[src/rtl/core/pbrp_pkg.sv]
// Shared types and constants for the PE base relocation parser.
`default_nettype none
package pbrp_pkg;

	localparam int unsigned HW_W = 16;
	localparam int unsigned WORD_W = 32;
	localparam int unsigned OFFSET_W = 12;
	localparam int unsigned TYPE_W = 4;
	localparam int unsigned ENTRIES_W = 31;

	localparam logic [TYPE_W-1:0] TYPE_HIGHLOW = 4'd3;
	localparam logic [WORD_W-1:0] HEADER_BYTES = 32'd8;

	localparam logic KIND_PATCH = 1'b0;
	localparam logic KIND_MALFORMED = 1'b1;

	localparam int unsigned PADDR_W = 3;
	localparam logic [PADDR_W-1:0] ADDR_RELOC_DELTA = 3'd0;

	typedef struct packed {
		logic valid;
		logic last;
		logic [HW_W-1:0] half_word;
	} pbrp_beat_t;

	typedef struct packed {
		logic kind;
		logic [WORD_W-1:0] patch_rva;
		logic [WORD_W-1:0] add_value;
	} pbrp_result_t;

endpackage
`default_nettype wire

[src/rtl/core/pbrp_parse.sv]
// Block header and entry walker of the relocation parser.
`default_nettype none
module pbrp_parse
	import pbrp_pkg::*;
(
	input  wire logic clk,
	input  wire logic arst_n,
	input  wire pbrp_beat_t beat,
	input  wire logic [WORD_W-1:0] reloc_delta,
	output logic res_valid,
	output pbrp_result_t res
);

	typedef enum logic [2:0] {
		PH_RVA_LO  = 3'd0,
		PH_RVA_HI  = 3'd1,
		PH_SIZE_LO = 3'd2,
		PH_SIZE_HI = 3'd3,
		PH_ENTRY   = 3'd4,
		PH_HALT    = 3'd5
	} phase_t;

	phase_t phase_q;
	logic [WORD_W-1:0] page_rva_q;
	logic [HW_W-1:0] size_lo_q;
	logic [ENTRIES_W-1:0] entries_q;

	logic [WORD_W-1:0] size;
	logic [WORD_W-1:0] size_m8;
	logic malformed;
	logic delta_nz;
	logic [ENTRIES_W-1:0] entries_dec;

	assign size = {beat.half_word, size_lo_q};
	assign size_m8 = size - HEADER_BYTES;
	assign malformed = (size < HEADER_BYTES) || size[0];
	assign delta_nz = (reloc_delta != '0);
	assign entries_dec = entries_q - ENTRIES_W'(1);

	always_comb begin
		res_valid = 1'b0;
		res.kind = KIND_PATCH;
		res.patch_rva = '0;
		res.add_value = '0;
		if (beat.valid && delta_nz) begin
			unique case (phase_q)
				PH_SIZE_HI: begin
					if (malformed) begin
						res_valid = 1'b1;
						res.kind = KIND_MALFORMED;
					end
				end
				PH_ENTRY: begin
					if (beat.half_word[HW_W-1 -: TYPE_W] == TYPE_HIGHLOW) begin
						res_valid = 1'b1;
						res.patch_rva = page_rva_q
							+ WORD_W'(beat.half_word[OFFSET_W-1:0]);
						res.add_value = reloc_delta;
					end
				end
				default: begin
				end
			endcase
		end
	end

	always_ff @(posedge clk or negedge arst_n) begin
		if (!arst_n) begin
			phase_q <= PH_RVA_LO;
			page_rva_q <= '0;
			size_lo_q <= '0;
			entries_q <= '0;
		end else if (beat.valid) begin
			if (beat.last) begin
				phase_q <= PH_RVA_LO;
				page_rva_q <= '0;
				size_lo_q <= '0;
				entries_q <= '0;
			end else begin
				unique case (phase_q)
					PH_RVA_LO: begin
						page_rva_q <= {{(WORD_W-HW_W){1'b0}}, beat.half_word};
						phase_q <= PH_RVA_HI;
					end
					PH_RVA_HI: begin
						page_rva_q <= {beat.half_word, page_rva_q[HW_W-1:0]};
						phase_q <= PH_SIZE_LO;
					end
					PH_SIZE_LO: begin
						size_lo_q <= beat.half_word;
						phase_q <= PH_SIZE_HI;
					end
					PH_SIZE_HI: begin
						if (malformed) begin
							phase_q <= PH_HALT;
						end else begin
							entries_q <= size_m8[WORD_W-1:1];
							phase_q <= (size_m8[WORD_W-1:1] != '0) ? PH_ENTRY : PH_RVA_LO;
						end
					end
					PH_ENTRY: begin
						entries_q <= entries_dec;
						if (entries_dec == '0) begin
							phase_q <= PH_RVA_LO;
						end
					end
					default: begin
					end
				endcase
			end
		end
	end

endmodule
`default_nettype wire

[src/rtl/core/pe_base_reloc_parser_top.sv]
// Top level of the PE base relocation parser with stream and register ports.
//
//   Channel  Direction  Beat contents
//   s_*      in         tdata[15:0] half_word, tlast last_of_directory
//   m_*      out        tdata[31:0] patch_rva, tdata[63:32] add_value, tuser kind
//   APB      in/out     reloc_delta at byte address 0
//
// One halfword enters every cycle unless m_tready stalls; each result is registered at the output.
// The input register and the output register are the only pipeline stages.
// Reset clears the parser to expect a block page RVA and clears reloc_delta.
// While a result beat waits on m_tready, s_tready is low whenever the input register is full.
`default_nettype none
module pe_base_reloc_parser_top
	import pbrp_pkg::*;
(
	input  wire logic clk,
	input  wire logic arst_n,
	input  wire logic s_tvalid,
	output logic s_tready,
	input  wire logic [15:0] s_tdata, // half_word
	input  wire logic s_tlast,
	output logic m_tvalid,
	input  wire logic m_tready,
	output logic [63:0] m_tdata, // patch_rva, add_value
	output logic m_tuser, // kind
	input  wire logic psel,
	input  wire logic penable,
	input  wire logic pwrite,
	input  wire logic [PADDR_W-1:0] paddr,
	input  wire logic [31:0] pwdata,
	output logic [31:0] prdata,
	output logic pready
);

	logic [WORD_W-1:0] reloc_delta_q;
	logic valid_s1;
	logic last_s1;
	logic [HW_W-1:0] hw_s1;
	logic advance;
	pbrp_beat_t beat;
	logic res_valid;
	pbrp_result_t res;
	logic m_tvalid_q;
	pbrp_result_t res_q;
	logic reg_hit;

	assign pready = 1'b1;
	assign reg_hit = (paddr[PADDR_W-1:2] == ADDR_RELOC_DELTA[PADDR_W-1:2]);
	assign prdata = reg_hit ? reloc_delta_q : '0;

	always_ff @(posedge clk or negedge arst_n) begin
		if (!arst_n) begin
			reloc_delta_q <= '0;
		end else if (psel && penable && pwrite && pready && reg_hit) begin
			reloc_delta_q <= pwdata;
		end
	end

	assign advance = !m_tvalid_q || m_tready;
	assign s_tready = !valid_s1 || advance;

	always_ff @(posedge clk or negedge arst_n) begin
		if (!arst_n) begin
			valid_s1 <= 1'b0;
		end else if (s_tready) begin
			valid_s1 <= s_tvalid;
		end
	end

	always_ff @(posedge clk) begin
		if (s_tready && s_tvalid) begin
			hw_s1 <= s_tdata;
			last_s1 <= s_tlast;
		end
	end

	assign beat.valid = valid_s1 && advance;
	assign beat.last = last_s1;
	assign beat.half_word = hw_s1;

	pbrp_parse u_parse (
		.clk(clk),
		.arst_n(arst_n),
		.beat(beat),
		.reloc_delta(reloc_delta_q),
		.res_valid(res_valid),
		.res(res)
	);

	always_ff @(posedge clk or negedge arst_n) begin
		if (!arst_n) begin
			m_tvalid_q <= 1'b0;
		end else if (advance) begin
			m_tvalid_q <= res_valid;
		end
	end

	always_ff @(posedge clk) begin
		if (advance && res_valid) begin
			res_q <= res;
		end
	end

	assign m_tvalid = m_tvalid_q;
	assign m_tdata = {res_q.add_value, res_q.patch_rva};
	assign m_tuser = res_q.kind;

endmodule
`default_nettype wire

[config.mk]
export PLATFORM = sky130hd
export DESIGN_NAME = pe_base_reloc_parser_top
export DESIGN_NICKNAME = d
export VERILOG_FILES = /design/src/rtl/core/pbrp_pkg.sv /design/src/rtl/core/pbrp_parse.sv /design/src/rtl/core/pe_base_reloc_parser_top.sv
export SDC_FILE = /design/constraint.sdc
export NUM_CORES = 1
export LEC_CHECK = 0
export ABC_AREA = 0
export BUFFER_PORTS_ARGS = -buffer_cell sky130_fd_sc_hd__buf_2
export CAP_MARGIN = 20
export CELL_PAD_IN_SITES_DETAIL_PLACEMENT = 0
export CELL_PAD_IN_SITES_GLOBAL_PLACEMENT = 1
export CORE_MARGIN = 3
export CORE_UTILIZATION = 48
export DETAILED_ROUTE_END_ITERATION = 12
export GPL_TIMING_DRIVEN = 0
export PLACE_DENSITY_LB_ADDON = 0.3
export SYNTH_ARGS = -nofsm -noshare
export SYNTH_HDL_FRONTEND = slang
export SYNTH_SLANG_ARGS = --single-unit
export TNS_END_PERCENT = 50
[constraint.sdc]
create_clock -name clk -period 8 [get_ports clk]
set_clock_uncertainty 0.2 [all_clocks]
set_input_delay 1.6 -clock clk [delete_from_list [all_inputs] [get_ports clk]]
set_output_delay 1.6 -clock clk [all_outputs]
set_load 0.02 [all_outputs]
### Word level (Yosys, flattened, before mapping)

Cells that the tools add are included.

| word-level totals | value |
|---|---|
| register bits after elaboration | 198 |
| memories | 0 |
| input port bits | 59 |
| word-level logic and storage cells | 71 |
| RAM bits | 0 |
| memory bits (read-only) | 0 |
| bits in latches | 0 |
| output and inout bits | 100 |

| cells by class | value |
|---|---|
| multipliers | 0 |
| magnitude comparators | 1 |
| mux-type cells | 17 |
| add/subtract/negate cells | 3 |
| divide/modulo/power cells | 0 |
| equal/unequal tests | 8 |
| shift operators | 0 |
| reductions and logical operators | 28 |
| bitwise gates (word level) | 1 |

Operator list:

| operator | number |
|---|---|
| 32-bit 2-to-1 mux | 2 |
| 32-bit case mux with 2 select lines | 1 |
| 31-bit 2-to-1 mux | 2 |
| 31-bit case mux with 2 select lines | 1 |
| 32-bit by 12-bit adder with 32-bit output | 1 |
| 32-bit by 4-bit less-than comparator with 1-bit output, second input constant | 1 |
| 16-bit 2-to-1 mux | 2 |
| 32-bit nonzero test | 1 |
| 32-bit by 4-bit subtractor with 32-bit output, second input constant | 1 |
| 31-bit zero test | 1 |
| 31-bit nonzero test | 1 |
| 31-bit by 1-bit subtractor with 31-bit output, second input constant | 1 |
| 3-bit case mux with 5 select lines | 1 |
| 3-bit 2-to-1 mux | 4 |
| 3-bit AND reduction | 4 |
| 1-bit logical AND | 7 |
| 3-bit by 2-bit == test with 1-bit output, second input constant | 2 |
| 2-bit AND reduction | 3 |
| 3-bit nonzero test | 2 |
| 6-bit nonzero test | 1 |
| 4-bit by 2-bit == test with 1-bit output, second input constant | 1 |
| 2-bit nonzero test | 2 |
| 3-bit by 1-bit == test with 1-bit output, second input constant | 1 |
| 3-bit == test, second input constant | 1 |
| 9 further kinds | 14 |

### Depth between registers and ports, before layout

Gate-level depths: netlist of run 1.

| logic depth | value |
|---|---|
| depth in word-level cells | 6 |
| depth in mapped cells | 11 |
| gate-level depth less buffers | 10 |

### Hierarchy

From an unflattened synthesis of run 1, not the netlist that was laid out.

| unflattened totals | value |
|---|---|
| cells, all modules | 1001 |
| area, all modules | 10467.5 um2 |

By module, submodules not included:

| module | instances | sequential area each (um2) | area each (um2) | cells an instance |
|---|---|---|---|---|
| pbrp_parse | 1 | 2052.0 | 6356.1 | 805 |
| pe_base_reloc_parser_top | 1 | 3313.2 | 4111.4 | 196 |

### Least setup slack after synthesis of run 1

Ideal clock, no wire load.

| path | value |
|---|---|
| path kind | input -> register |
| start point | input port m_tready |
| end point | register res_q (netlist bit m_tdata[0]), enable pin |
| path buffers | 1 |
| library setup time | 0.395 ns |
| data required time | 7.405 ns |
| setup slack | 3.657 ns |
| data arrival time | 3.748 ns |
| stages | 6 |
| cells stage by stage | nand2b_1 -> and2_1 -> clkbuf_1 -> o21ai_0 -> nor4_1 -> or2_2 |

| on the way | value |
|---|---|
| longest elaborated chain between the ends | 5 |

Ends and longest elaborated chain:

| what | RTL line | RTL |
|---|---|---|
| from (decl) | pe_base_reloc_parser_top.sv:23 | `input wire logic m_tready,` |
| 1-bit logical OR * | pe_base_reloc_parser_top.sv:59 | `assign advance = !m_tvalid_q \|\| m_tready;` |
| 1-bit logical AND | pe_base_reloc_parser_top.sv:77 | `assign beat.valid = valid_s1 && advance;` |
| 1-bit logical AND | pbrp_parse.sv:45 | `if (beat.valid && delta_nz) begin` |
| 1-bit 2-to-1 mux | pbrp_parse.sv:45 |  |
| 1-bit logical AND * | pe_base_reloc_parser_top.sv:99 | `if (advance && res_valid) begin` |
| to (signal assigned) | pe_base_reloc_parser_top.sv:100 | `res_q <= res;` |
| to (decl) | pe_base_reloc_parser_top.sv:44 | `pbrp_result_t res_q;` |

Every way passes the cells marked *; elsewhere a longest branch is shown, timed or not.
A chain may end at the register's enable or synchronous reset.

### Final worst setup path of run 1

| path | value |
|---|---|
| start point | input port paddr[2] |
| end point | output port prdata[6] |

| on the way | value |
|---|---|
| longest elaborated chain between the ends | 1 |

Ends and longest elaborated chain:

| what | RTL line | RTL |
|---|---|---|
| from (decl) | pe_base_reloc_parser_top.sv:29 | `input wire logic [PADDR_W-1:0] paddr,` |
| 32-bit 2-to-1 mux | pe_base_reloc_parser_top.sv:49 | `assign prdata = reg_hit ? reloc_delta_q : '0;` |
| to (decl) | pe_base_reloc_parser_top.sv:31 | `output logic [31:0] prdata,` |

Every way passes these cells.

==> summary.md, run 1 <==
| Metric | Value |
|---|---|
| Synth unique cells | `78` |
| Vias in the first global route | `8402` |
| Fill count | `1880` |
| Max-cap violation count | `0` |
| P_leak | `5.14 nW` |
| Clk root buf | `clkbuf_16` |
| Synth area leaders | `dfrtp_1 27%, edfxtp_1 23%, o21ai_0 4.0%, mux2_2 3.5%, nand2_1 2.5%` |
| Routed Antenna Nets | `0` |
| XOR/XNOR Fraction of Synth Area | `3.86%` |
| Share of cells above drive strength 1 | `22.1%` |
| Worst-Margin Slew | `1.09 ns` |
| Clk slew on worst S/H paths | `0.07 ns` |
| Setup CP Type | `input pin to output port` |
| Fin crit share | `53.4%` |
| RSZ-0062 raised after global routing | `false` |
| Seq pwr share | `41.7%` |
| Die ar. | `24000 um2` |
| Via/cell ratio | `5.87` |
| Async SR Flop Fraction | `58.6%` |
| Post-synthesis adder-cell area fraction | `2.07%` |
| Register area share after synthesis | `50.3%` |
| Hold Crit Class | `flop to flop` |
| Post-synth top area share | `27.2%` |
| Longest Clk Path Bufs | `2` |
| Synth area leader | `dfrtp_1` |
| Synth Instances | `1042` |
| CTS tree | `done` |
| P&R area growth vs syn | `16.5%` |
| Post-CTS Setup Inserts | `0` |
| Power, Total | `3.35 mW` |
| Final TNS setup | `0 ns` |
| Footprint of the multi-input gates | `4920 um2` |
| Combinational share of power | `32.2%` |
| Tot GR Track Use | `24.6%` |
| Run status | `finished, final reports clean` |
| Pin count of the biggest net entering global routing | `92` |
| Fin crit period | `4.27 ns` |
| Initial DRC Count | `697` |
| Antenna Cells | `0` |
| Max H-tree Level | `4` |
| Mean Syn Cell Area | `10.2 um2` |
| Global placement routability congestion | `0.950` |
| Synth Net Count | `1118` |
| DRC violations left | `0` |
| FF/Latch Area | `5370 um2` |
| TritonRoute pass-1 iters | `7` |
| Most common cell in the synthesized netlist | `dfrtp_1` |
| I/O Buffers | `155` |
| First-pass GRT wire length | `46800 um` |
| # resized after CTS | `0` |
| Initial Utilization | `49.8%` |
| Initial antenna violation count | `0` |
| DIE WIDTH | `155 um` |
| Maximum VDD drop | `0.000173 V` |
| Mapped cell area | `10700 um2` |
| CTS Buf Count | `17` |
| Primary FF master, synth | `dfrtp_1` |
| Compound-Gate Fraction of Synth Area | `14.3%` |
| Via count | `8847` |
| # IOs | `159` |
| Internal power | `2.07 mW` |
| CP Launch Type | `input pin` |
| Simple-gate share of the synthesized area | `22.2%` |
| Yosys Warn Count | `0` |
| Critical-path maximum fanout | `10` |
| Wire per inst | `19.5 um` |
| Commonest cells post-synth | `116 x dfrtp_1, 86 x o21ai_0, 82 x edfxtp_1` |
| Pwr Density | `270 nW/um2` |
| Sw Share | `38.1%` |
| Worst endpoint required time | `6.20 ns` |
| GR Overflow Total | `0` |
| Maximum clock rate | `234 MHz` |
| Part of the power in the clock network | `26.1%` |
| Layout Nets | `1295` |
| Die Ht | `155 um` |
| Slew Viols, Final | `0` |
| Final setup violating endpoints | `0` |
| Drt total wl | `29400 um` |
| Max-slew headroom | `26.5%` |
| Final hold violation count | `0` |
| Post-synthesis mux area share | `3.69%` |
| Core ar. | `21400 um2` |
| Largest family of logic cells by synthesized area | `simple AND/OR/NAND/NOR gates` |
| Hold Buf Count CTS | `0` |
| Core Rows | `53` |
| Switch Pwr | `1.28 mW` |
| WP data arrival | `2.47 ns` |
| Setup crit end kind | `output port` |
| Number of synthesized flops with an enable pin | `82` |
| Clock sink total | `198` |
| Latest clock arrival within the worst-skew pair | `0.44 ns` |
| Post-detail-place hpwl | `21800 um` |
| Post-synthesis register bit count | `198` |
critical path: stages:
cell      delay, ns
buf_2          0.14
clkbuf_1       0.39
nor2b_1        0.15
buf_2          0.19
sequential cells by signal (all words and copies together), names as in the netlist, 3 cells and up:
name and flops:
m_tdata 64, reloc_delta_q 32, u_parse.size_lo_q 16, u_parse.entries_q 31
u_parse.page_rva_q 32, u_parse.phase_q 3, hw_s1 16
final cells by class:
type                       instances  area share [%]
sequential                       198            43.2
multi-input combinational        758            39.6
timing repair buffer             158            6.60
clock buffer                      18            3.46
tap                              275            2.77
buffer                            65            2.38
clock inverter                    14            1.33
inverter                          21           0.635
layout by cell type, fill, tap and decap left out, types with 37 or more instances in the layout:
| cell type | instances |
|---|---|
| clkbuf_1 | 48 |
| buf_2 | 165 |
| and2_1 | 37 |
| edfxtp_1 | 82 |
| nor2_1 | 69 |
| nand2_1 | 72 |
| o21ai_0 | 86 |
| a21oi_1 | 40 |
| nor2b_1 | 42 |
| dfrtp_1 | 116 |
final timing paths:
path / endpoint / slack (ns) / startpoint / cells after the start
worst min register to register: u_parse.page_rva_q[2]$_DFFE_PN0P_ / 0.29 / u_parse.page_rva_q[2]$_DFFE_PN0P_ / 2
worst max-delay path: prdata[6] / 3.73 / paddr[2] / 4
min in group asynchronous: reloc_delta_q[9]$_DFFE_PN0P_ / 0.81 / arst_n / 1
worst max register to register: m_tdata[12]$_SDFFCE_PN0P_ / 3.86 / hw_s1[0]$_DFFE_PP_ / 11
max in group asynchronous: u_parse.size_lo_q[10]$_DFFE_PN0P_ / 6.03 / arst_n / 2
worst min-delay path: u_parse.page_rva_q[2]$_DFFE_PN0P_ / 0.29 / u_parse.page_rva_q[2]$_DFFE_PN0P_ / 2
routing by layer:
layer	GRT usage (%)	wire [um]
met1	37.0	13800
met2	37.6	13200
met3	3.95	2160
met4	5.51	342
met5	0	0
kinds of logic after synthesis:
logic type | count (synthesis)
compound gates | 237
xor+xnor | 47
fa+ha+maj | 17
buf+inv | 86
flops | 198
mux | 35
other cells | 1
simple gates | 421
metrics by stage:
step	util [%]	cells	setup slack (ns)	cell area, um2	hold slack [ns]
after detailed placement	55.2	1474	3.57	11800	0.271
after CTS	58.0	1506	3.73	12400	0.289
final	58.0	1507	3.73	12400	0.290
after global routing	58.0	1507	3.66	12400	0.316
after global placement	55.0	1472	2.48	11800	0.266
after floorplan	-	1042	3.66	10700	0.253
power by group through the flow:
stage	clock network, mW	registers, mW	logic [mW]
after global placement	0	1.41	1.04
after detailed placement	0	1.41	1.06
after CTS	0.885	1.39	1.06
after floorplan	0	1.35	0.786
after global routing	0.924	1.42	1.19
final	0.874	1.40	1.08
Power figures use the tool's default switching activity.
==> run 2: changes to the inputs <==
CORE_UTILIZATION = 41   (was 48)
clock period = 3.43 ns   (was 8 ns; I/O delays follow)
==> run 2 against run 1 <==
  * Final area is 1.7% higher
  * Critical path depth is 4 higher
  * Global-route usage is 2.9 points lower
  * Non-clock buffer count is 2 higher
  * Utilization is 8.3 points lower
  * Final cell count is 3.9% higher
  * Register-to-register slack worse by 3.7 ns
  * Sequential power is 130% higher
  * First-iteration DRC count is 2.0% lower
  * Clock-buffer cell count stayed put
  * Critical endpoint is now u_parse.entries_q[15]$_DFFE_PN0P_
  * Largest cell class unchanged
  * Largest power group unchanged
==> summary.md, run 2 (synthesis gave the netlist of run 1 again) <==
| Metric | Value |
|---|---|
| Antenna Cells | `0 (unchanged)` |
| Initial DRC Count | `683 (was 697)` |
| Pin count of the biggest net entering global routing | `60 (was 92)` |
| Final setup violating endpoints | `0 (unchanged)` |
| Footprint of the multi-input gates | `5020 um2 (was 4920 um2)` |
| Sw Share | `39.0% (was 38.1%)` |
| Latest clock arrival within the worst-skew pair | `0.44 ns (about the same)` |
| Slowest cell delay on critical path | `0.65 ns (was 0.39 ns)` |
| Crit-path cells | `or4_1 > nor4_4 > a41oi_4 > a31o_1 > o21ai_4 > buf_2 > o21ai_0 > o21ai_1 (was buf_2 > clkbuf_1 > nor2b_1 > buf_2)` |
| Hold Crit Class | `input pin to async pin (was flop to flop)` |
| Wire per inst | `19.5 um (about the same)` |
| P&R area growth vs syn | `18.5% (was 16.5%)` |
| P_leak | `5.21 nW (was 5.14 nW)` |
| CTS tree | `done (unchanged)` |
| Setup CP Type | `flop to flop (was input pin to output port)` |
| Part of the power in the clock network | `26.3% (was 26.1%)` |
| Die ar. | `28000 um2 (was 24000 um2)` |
| Initial Utilization | `42.0% (was 49.8%)` |
| Final hold violation count | `0 (unchanged)` |
| Max H-tree Level | `4 (unchanged)` |
| CP Launch Type | `flop (was input pin)` |
| TritonRoute pass-1 iters | `5 (was 7)` |
| Setup crit end kind | `flop (was output port)` |
| Longest Clk Path Bufs | `2 (unchanged)` |
| Fin crit share | `94.7%` |
| Most common cell after layout, fill and taps aside | `buf_2 (unchanged)` |
| Slowest stage cell, crit path | `or4_1 (was clkbuf_1)` |
| First-pass GRT wire length | `48200 um (was 46800 um)` |
| Core Rows | `58 (was 53)` |
| Vias in the first global route | `8335 (was 8402)` |
| DIE WIDTH | `167 um (was 155 um)` |
| Maximum VDD drop | `0.000384 V (was 0.000173 V)` |
| Post-detail-place hpwl | `22400 um (was 21800 um)` |
| FF/Latch Area | `5370 um2 (unchanged)` |
| Post-Route Utilization | `49.7% (was 58.0%)` |
| Maximum clock rate | `308 MHz` |
| Via count | `8832 (was 8847)` |
| I/O Buffers | `155 (unchanged)` |
| Global placement routability congestion | `0.896 (was 0.950)` |
| Worst endpoint required time | `3.60 ns (was 6.20 ns)` |
| Final hold slack | `0.0224 ns (was 0.290 ns)` |
| Tot GR Track Use | `21.6% (was 24.6%)` |
| Internal power | `4.80 mW (was 2.07 mW)` |
| Run status | `finished, final reports clean (unchanged)` |
| Max reg flops | `64 (unchanged)` |
| Die Ht | `167 um (was 155 um)` |
| Critical-path maximum fanout | `10 (unchanged)` |
| DRC violations left | `0 (unchanged)` |
| Fill count | `2412 (was 1880)` |
| Drt total wl | `30500 um (was 29400 um)` |
| Initial antenna violation count | `0 (unchanged)` |
| Max-slew headroom | `35.0% (was 26.5%)` |
| Clk root buf | `clkbuf_16 (unchanged)` |
| Most frequent cells in the layout | `165 x buf_2, 116 x dfrtp_1, 85 x o21ai_0 (was 165 x buf_2, 116 x dfrtp_1, 86 x o21ai_0)` |
| Clock sink total | `198 (unchanged)` |
| Share of cells above drive strength 1 | `23.0% (was 22.1%)` |
| CTS Buf Count | `17 (unchanged)` |
| Core ar. | `25400 um2 (was 21400 um2)` |
| Routed Antenna Nets | `0 (unchanged)` |
| Switch Pwr | `3.07 mW (was 1.28 mW)` |
| Clk slew on worst S/H paths | `0.09 ns (was 0.07 ns)` |
| Seq pwr share | `41.3% (was 41.7%)` |
| Via/cell ratio | `5.64 (was 5.87)` |
| Slew Viols, Final | `0 (unchanged)` |
| Fin crit period | `3.25 ns` |
| GR Overflow Total | `0 (unchanged)` |
| WP data arrival | `3.42 ns (was 2.47 ns)` |
| Layout Nets | `1299 (was 1295)` |
| Combinational share of power | `32.3% (was 32.2%)` |
| # IOs | `159 (unchanged)` |
| Worst-Margin Slew | `0.971 ns (was 1.09 ns)` |
| RSZ-0062 raised after global routing | `true (was false)` |
| Max-cap violation count | `0 (unchanged)` |
| Pwr Density | `623 nW/um2 (was 270 nW/um2)` |
-- run 2: cell types whose count changed in the layout (fill, tap and decap cells not counted), sizes merged --
cell      change
clkinv        +4
bufinv        -1
or2           +2
clkinvlp      -3
clkbuf        -1
buf           +3
-- run 2: cell type report --
type,instances,share of cell area [%]
multi-input cells,760,39.8
inverters,21,0.624
flip-flops and latches,198,42.5
plain buffers,65,2.35
well taps,330,3.27
repair buffers,160,6.63
clock inverters,14,1.47
clock buffers,18,3.40
-- run 2: critical path, delay by kind of cell, from the launching register on --
family / cells / cell delay [ns]
AOI/OAI and AO/OA: 5 / 1.08
buffers and inverters: 1 / 0.30
DFF: 1 / 0.55
and+or+nand+nor: 2 / 1.04
-- run 2: power groups by stage --
stage,Clock (mW),Sequential [mW],Combinational [mW]
final,2.07,3.25,2.55
after global routing,2.21,3.32,2.82
after CTS,2.10,3.24,2.51
after detailed placement,0,3.29,2.48
after global placement,0,3.29,2.45
after floorplan,0,3.16,1.83
-- run 2: metal layers --
layer / track usage, % / up-vias / share of wire [%]
met5: 0 / - / 0
met4: 3.91 / 0 / 0.75
met1: 32.8 / 4313 / 47
met3: 4.51 / 18 / 7.2
li1: - / 4181 / -
met2: 32.6 / 320 / 45
-- run 2: metrics by stage --
stage | setup TNS [ns] | instances | setup slack [ns] | power (mW) | instance area [um2]
2_1_floorplan | 0 | 1042 | 0.00142 | 4.99 | 10700
3_3_place_gp | -104.62 | 1527 | -1.18 | 5.73 | 11800
3_5_place_dp | -27.63 | 1529 | -0.647 | 5.77 | 11900
4_1_cts | -0.0405 | 1562 | -0.0405 | 7.85 | 12500
5_1_grt | -0.0366 | 1566 | -0.0366 | 8.35 | 12600
6_report | 0 | 1566 | 0.182 | 7.87 | 12600
-- run 2: what timing repair did --
item / CTS / global route
buffers inserted: 0 / 3
cloned: 1 / 1
setup endpoints to repair: 88 / 119
hold buffers: 0 / 0
hold endpoints to repair: 0 / 0
pin swaps: 0 / 1
resized for setup: 6 / 11
-- run 2: path summary, 6_finish.rpt --
check	startpoint	end	slack, ns	cells after the start
max	hw_s1[4]$_DFFE_PP_	u_parse.entries_q[15]$_DFFE_PN0P_	0.18	8
min reg2reg	u_parse.page_rva_q[3]$_DFFE_PN0P_	u_parse.page_rva_q[3]$_DFFE_PN0P_	0.29	2
min	arst_n	u_parse.page_rva_q[7]$_DFFE_PN0P_	0.02	1
max in group asynchronous	arst_n	reloc_delta_q[5]$_DFFE_PN0P_	2.32	2
min in group clk	s_tdata[5]	hw_s1[5]$_DFFE_PP_	0.22	1
max reg2reg	hw_s1[4]$_DFFE_PP_	u_parse.entries_q[15]$_DFFE_PN0P_	0.18	8
==> run 3: changes to the inputs <==
CORE_UTILIZATION = 45   (was 41)
PLACE_DENSITY_LB_ADDON = 0.15   (was 0.3)
clock period = 3.3 ns   (was 3.43 ns; I/O delays follow)
==> run 3 against run 2 <==
  * Combinational power increased by 7%
  * Utilization grew 5.8 points
  * Maximum frequency up 0.55%
  * Critical path depth down 1
  * Total power rose by 6.3%
  * Worst hold slack better by 0.16 ns
  * Largest cell class unchanged
  * Die area shrank 8.6%
==> summary.md, run 3 (synthesis gave the netlist of run 1 again) <==
| Metric | Value |
|---|---|
| Run status | `finished, final reports clean (unchanged)` |
| Maximum clock rate | `310 MHz (was 308 MHz)` |
| Setup CP Type | `flop to flop (unchanged)` |
| Part of the power in the clock network | `26.6% (was 26.3%)` |
| Latest clock arrival within the worst-skew pair | `0.44 ns (about the same)` |
| Combinational share of power | `32.8% (was 32.3%)` |
| WP data arrival | `3.36 ns (was 3.42 ns)` |
| Max Used Layer | `met4 (unchanged)` |
| I/O Buffers | `155 (unchanged)` |
| Reg2Reg Depth | `7 (was 8)` |
| Max H-tree Level | `4 (unchanged)` |
| Clk slew on worst S/H paths | `0.08 ns (was 0.09 ns)` |
| RSZ-0062 raised after global routing | `false (was true)` |
| Post-Route Utilization | `55.6% (was 49.7%)` |
| R2r endpoint | `u_parse.entries_q[19]$_DFFE_PN0P_ (was u_parse.entries_q[15]$_DFFE_PN0P_)` |
| Pwr Density | `655 nW/um2 (was 623 nW/um2)` |
| P&R area growth vs syn | `19.8% (was 18.5%)` |
| Core Rows | `55 (was 58)` |
| Internal power | `5.19 mW (was 4.80 mW)` |
| Max-slew headroom | `32.1% (was 35.0%)` |
| Longest Clk Path Bufs | `2 (unchanged)` |
| Fin crit period | `3.23 ns (was 3.25 ns)` |
| Via count | `8863 (was 8832)` |
| Slew Viols, Final | `0 (unchanged)` |
| Post-place instance area | `11900 um2 (about the same)` |
| DRC violations left | `0 (unchanged)` |
| Worst endpoint required time | `3.43 ns (was 3.60 ns)` |
| Final setup violating endpoints | `0 (unchanged)` |
| Die Ht | `160 um (was 167 um)` |
| CTS Buf Count | `17 (unchanged)` |
| Min-Delay Startpoint | `s_tdata[5]` |
| CTS tree | `done (unchanged)` |
| Hold worst-path end | `hw_s1[5]$_DFFE_PP_` |
| Tot GR Track Use | `24.0% (was 21.6%)` |
| Hold Crit Class | `input pin to flop (was input pin to async pin)` |
| P_leak | `5.30 nW (was 5.21 nW)` |
| Met2 WL post-DR | `13400 um (was 13700 um)` |
| Drt total wl | `30700 um (was 30500 um)` |
| Most frequent cells in the layout | `164 x buf_2, 116 x dfrtp_1, 84 x o21ai_0 (was 165 x buf_2, 116 x dfrtp_1, 85 x o21ai_0)` |
| Final hold violation count | `0 (unchanged)` |
| Hold Path Cell Cnt | `1` |
| Clock sink total | `198 (unchanged)` |
| Reg2Reg Launch Point | `hw_s1[9]$_DFFE_PP_ (was hw_s1[4]$_DFFE_PP_)` |
| Pin count of the biggest net entering global routing | `70 (was 60)` |
| Switch Pwr | `3.17 mW (was 3.07 mW)` |
| TritonRoute pass-1 iters | `6 (was 5)` |
| Wire per inst | `19.6 um (was 19.5 um)` |
| DIE WIDTH | `160 um (was 167 um)` |
| Initial Utilization | `46.4% (was 42.0%)` |
| GR Overflow Total | `0 (unchanged)` |
| Core ar. | `23000 um2 (was 25400 um2)` |
| Worst-Margin Slew | `1.02 ns (was 0.971 ns)` |
| Max-cap violation count | `0 (unchanged)` |
| Post-detail-place hpwl | `22200 um (was 22400 um)` |
| Antenna Cells | `0 (unchanged)` |
| Die ar. | `25600 um2 (was 28000 um2)` |
| Initial antenna violation count | `0 (unchanged)` |
| Layout Nets | `1312 (was 1299)` |
| Max reg flops | `64 (unchanged)` |
| Routed Antenna Nets | `0 (unchanged)` |
| Vias in the first global route | `8479 (was 8335)` |
| # IOs | `159 (unchanged)` |
| Global placement routability congestion | `0.893 (was 0.896)` |
| Seq pwr share | `40.6% (was 41.3%)` |
| Clk root buf | `clkbuf_16 (unchanged)` |
| Finished layout cell area | `12800 um2 (was 12600 um2)` |
| Reg-to-reg slack, setup | `0.07 ns (was 0.18 ns)` |
| Share of cells above drive strength 1 | `24.3% (was 23.0%)` |
| Setup crit end kind | `flop (unchanged)` |
| Critical-path maximum fanout | `10 (unchanged)` |
| Fin crit share | `97.9% (was 94.7%)` |
| Met1 Wirelength | `14500 um (was 14400 um)` |
| First-pass GRT wire length | `48500 um (was 48200 um)` |
| Via/cell ratio | `5.67 (was 5.64)` |
| CP Launch Type | `flop (unchanged)` |
| Met3 routed WL | `2110 um (was 2210 um)` |
| Maximum VDD drop | `0.000369 V (was 0.000384 V)` |
| Sw Share | `37.9% (was 39.0%)` |
| Most common cell after layout, fill and taps aside | `buf_2 (unchanged)` |
| Initial DRC Count | `712 (was 683)` |
## run 3: cell types whose count changed in the layout (fill, tap and decap cells not counted), moves of 2 or more
cell | previous run | this run
bufinv_16 | 0 | 2
clkinv_8 | 8 | 2
clkbuf_1 | 47 | 45
nor4_2 | 3 | 5
buf_4 | 7 | 19
inv_8 | 1 | 4
## run 3: final cells by class
class / instances / area [um2]
plain buffers: 64 / 295
clock buffers: 17 / 425
clock inverters: 15 / 203
fillers: 2113 / 10200
inverters: 21 / 78.8
multi-input cells: 761 / 5060
flip-flops and latches: 198 / 5370
well taps: 313 / 392
repair buffers: 173 / 950
## run 3: worst max path at each step
stage                                  start  slack [ns]  depth (start not counted)                           endpoint
after floorplan                     m_tready        0.19                          6           m_tdata[0]$_SDFFCE_PN0P_
after global placement              m_tready       -1.05                          7           m_tdata[6]$_SDFFCE_PN0P_
after detailed placement            m_tready       -0.82                          8           m_tdata[6]$_SDFFCE_PN0P_
after CTS                 hw_s1[4]$_DFFE_PP_       -0.06                          9          m_tdata[31]$_SDFFCE_PN0P_
after global routing      hw_s1[1]$_DFFE_PP_       0.004                         10          m_tdata[18]$_SDFFCE_PN0P_
final                     hw_s1[9]$_DFFE_PP_        0.07                          7  u_parse.entries_q[19]$_DFFE_PN0P_
## run 3: power by group through the flow
stage | clock network (mW) | logic (mW) | registers, mW
2_1_floorplan | 0 | 1.91 | 3.28
3_3_place_gp | 0 | 2.55 | 3.42
3_5_place_dp | 0 | 2.57 | 3.42
4_1_cts | 2.26 | 2.62 | 3.37
5_1_grt | 2.36 | 3.03 | 3.45
6_report | 2.23 | 2.74 | 3.40
## run 3: layer usage
metal	GRT usage, %	vias up
met2	35.9	313
li1	-	4209
met1	35.7	4295
met3	4.23	46
met5	0	-
met4	7.22	0
## run 3: worst max-delay path, stage by stage, from the launching register on
cell	delay (ns)
edfxtp_1	0.50
or4_4	0.60
nor4_4	0.44
a41oi_4	0.27
a31o_1	0.30
o21ai_4	0.31
nor2_2	0.22
a22o_1	0.26
## run 3: repair_timing
item                                   in CTS  in global routing
setup buffers                               0                 15
resized for setup                          14                 14
hold buffers                                1                  0
pin swaps                                   3                  6
endpoints found under the hold margin      47                  0
setup endpoints to repair                 107                140
gates cloned                                3                  0
## run 3: through the flow
| stage | TNS [ns] | power [mW] | setup WS, ns | cells | hold slack (ns) |
|---|---|---|---|---|---|
| 3_3_place_gp | -113.22 | 5.96 | -1.05 | 1510 | 0.264 |
| 3_5_place_dp | -69.35 | 5.99 | -0.823 | 1512 | 0.271 |
| 6_report | 0 | 8.36 | 0.0697 | 1562 | 0.183 |
| 5_1_grt | 0 | 8.85 | 0.00363 | 1562 | 0.171 |
| 4_1_cts | -0.0626 | 8.25 | -0.0626 | 1548 | 0.173 |
| 2_1_floorplan | 0 | 5.19 | 0.186 | 1042 | 0.164 |
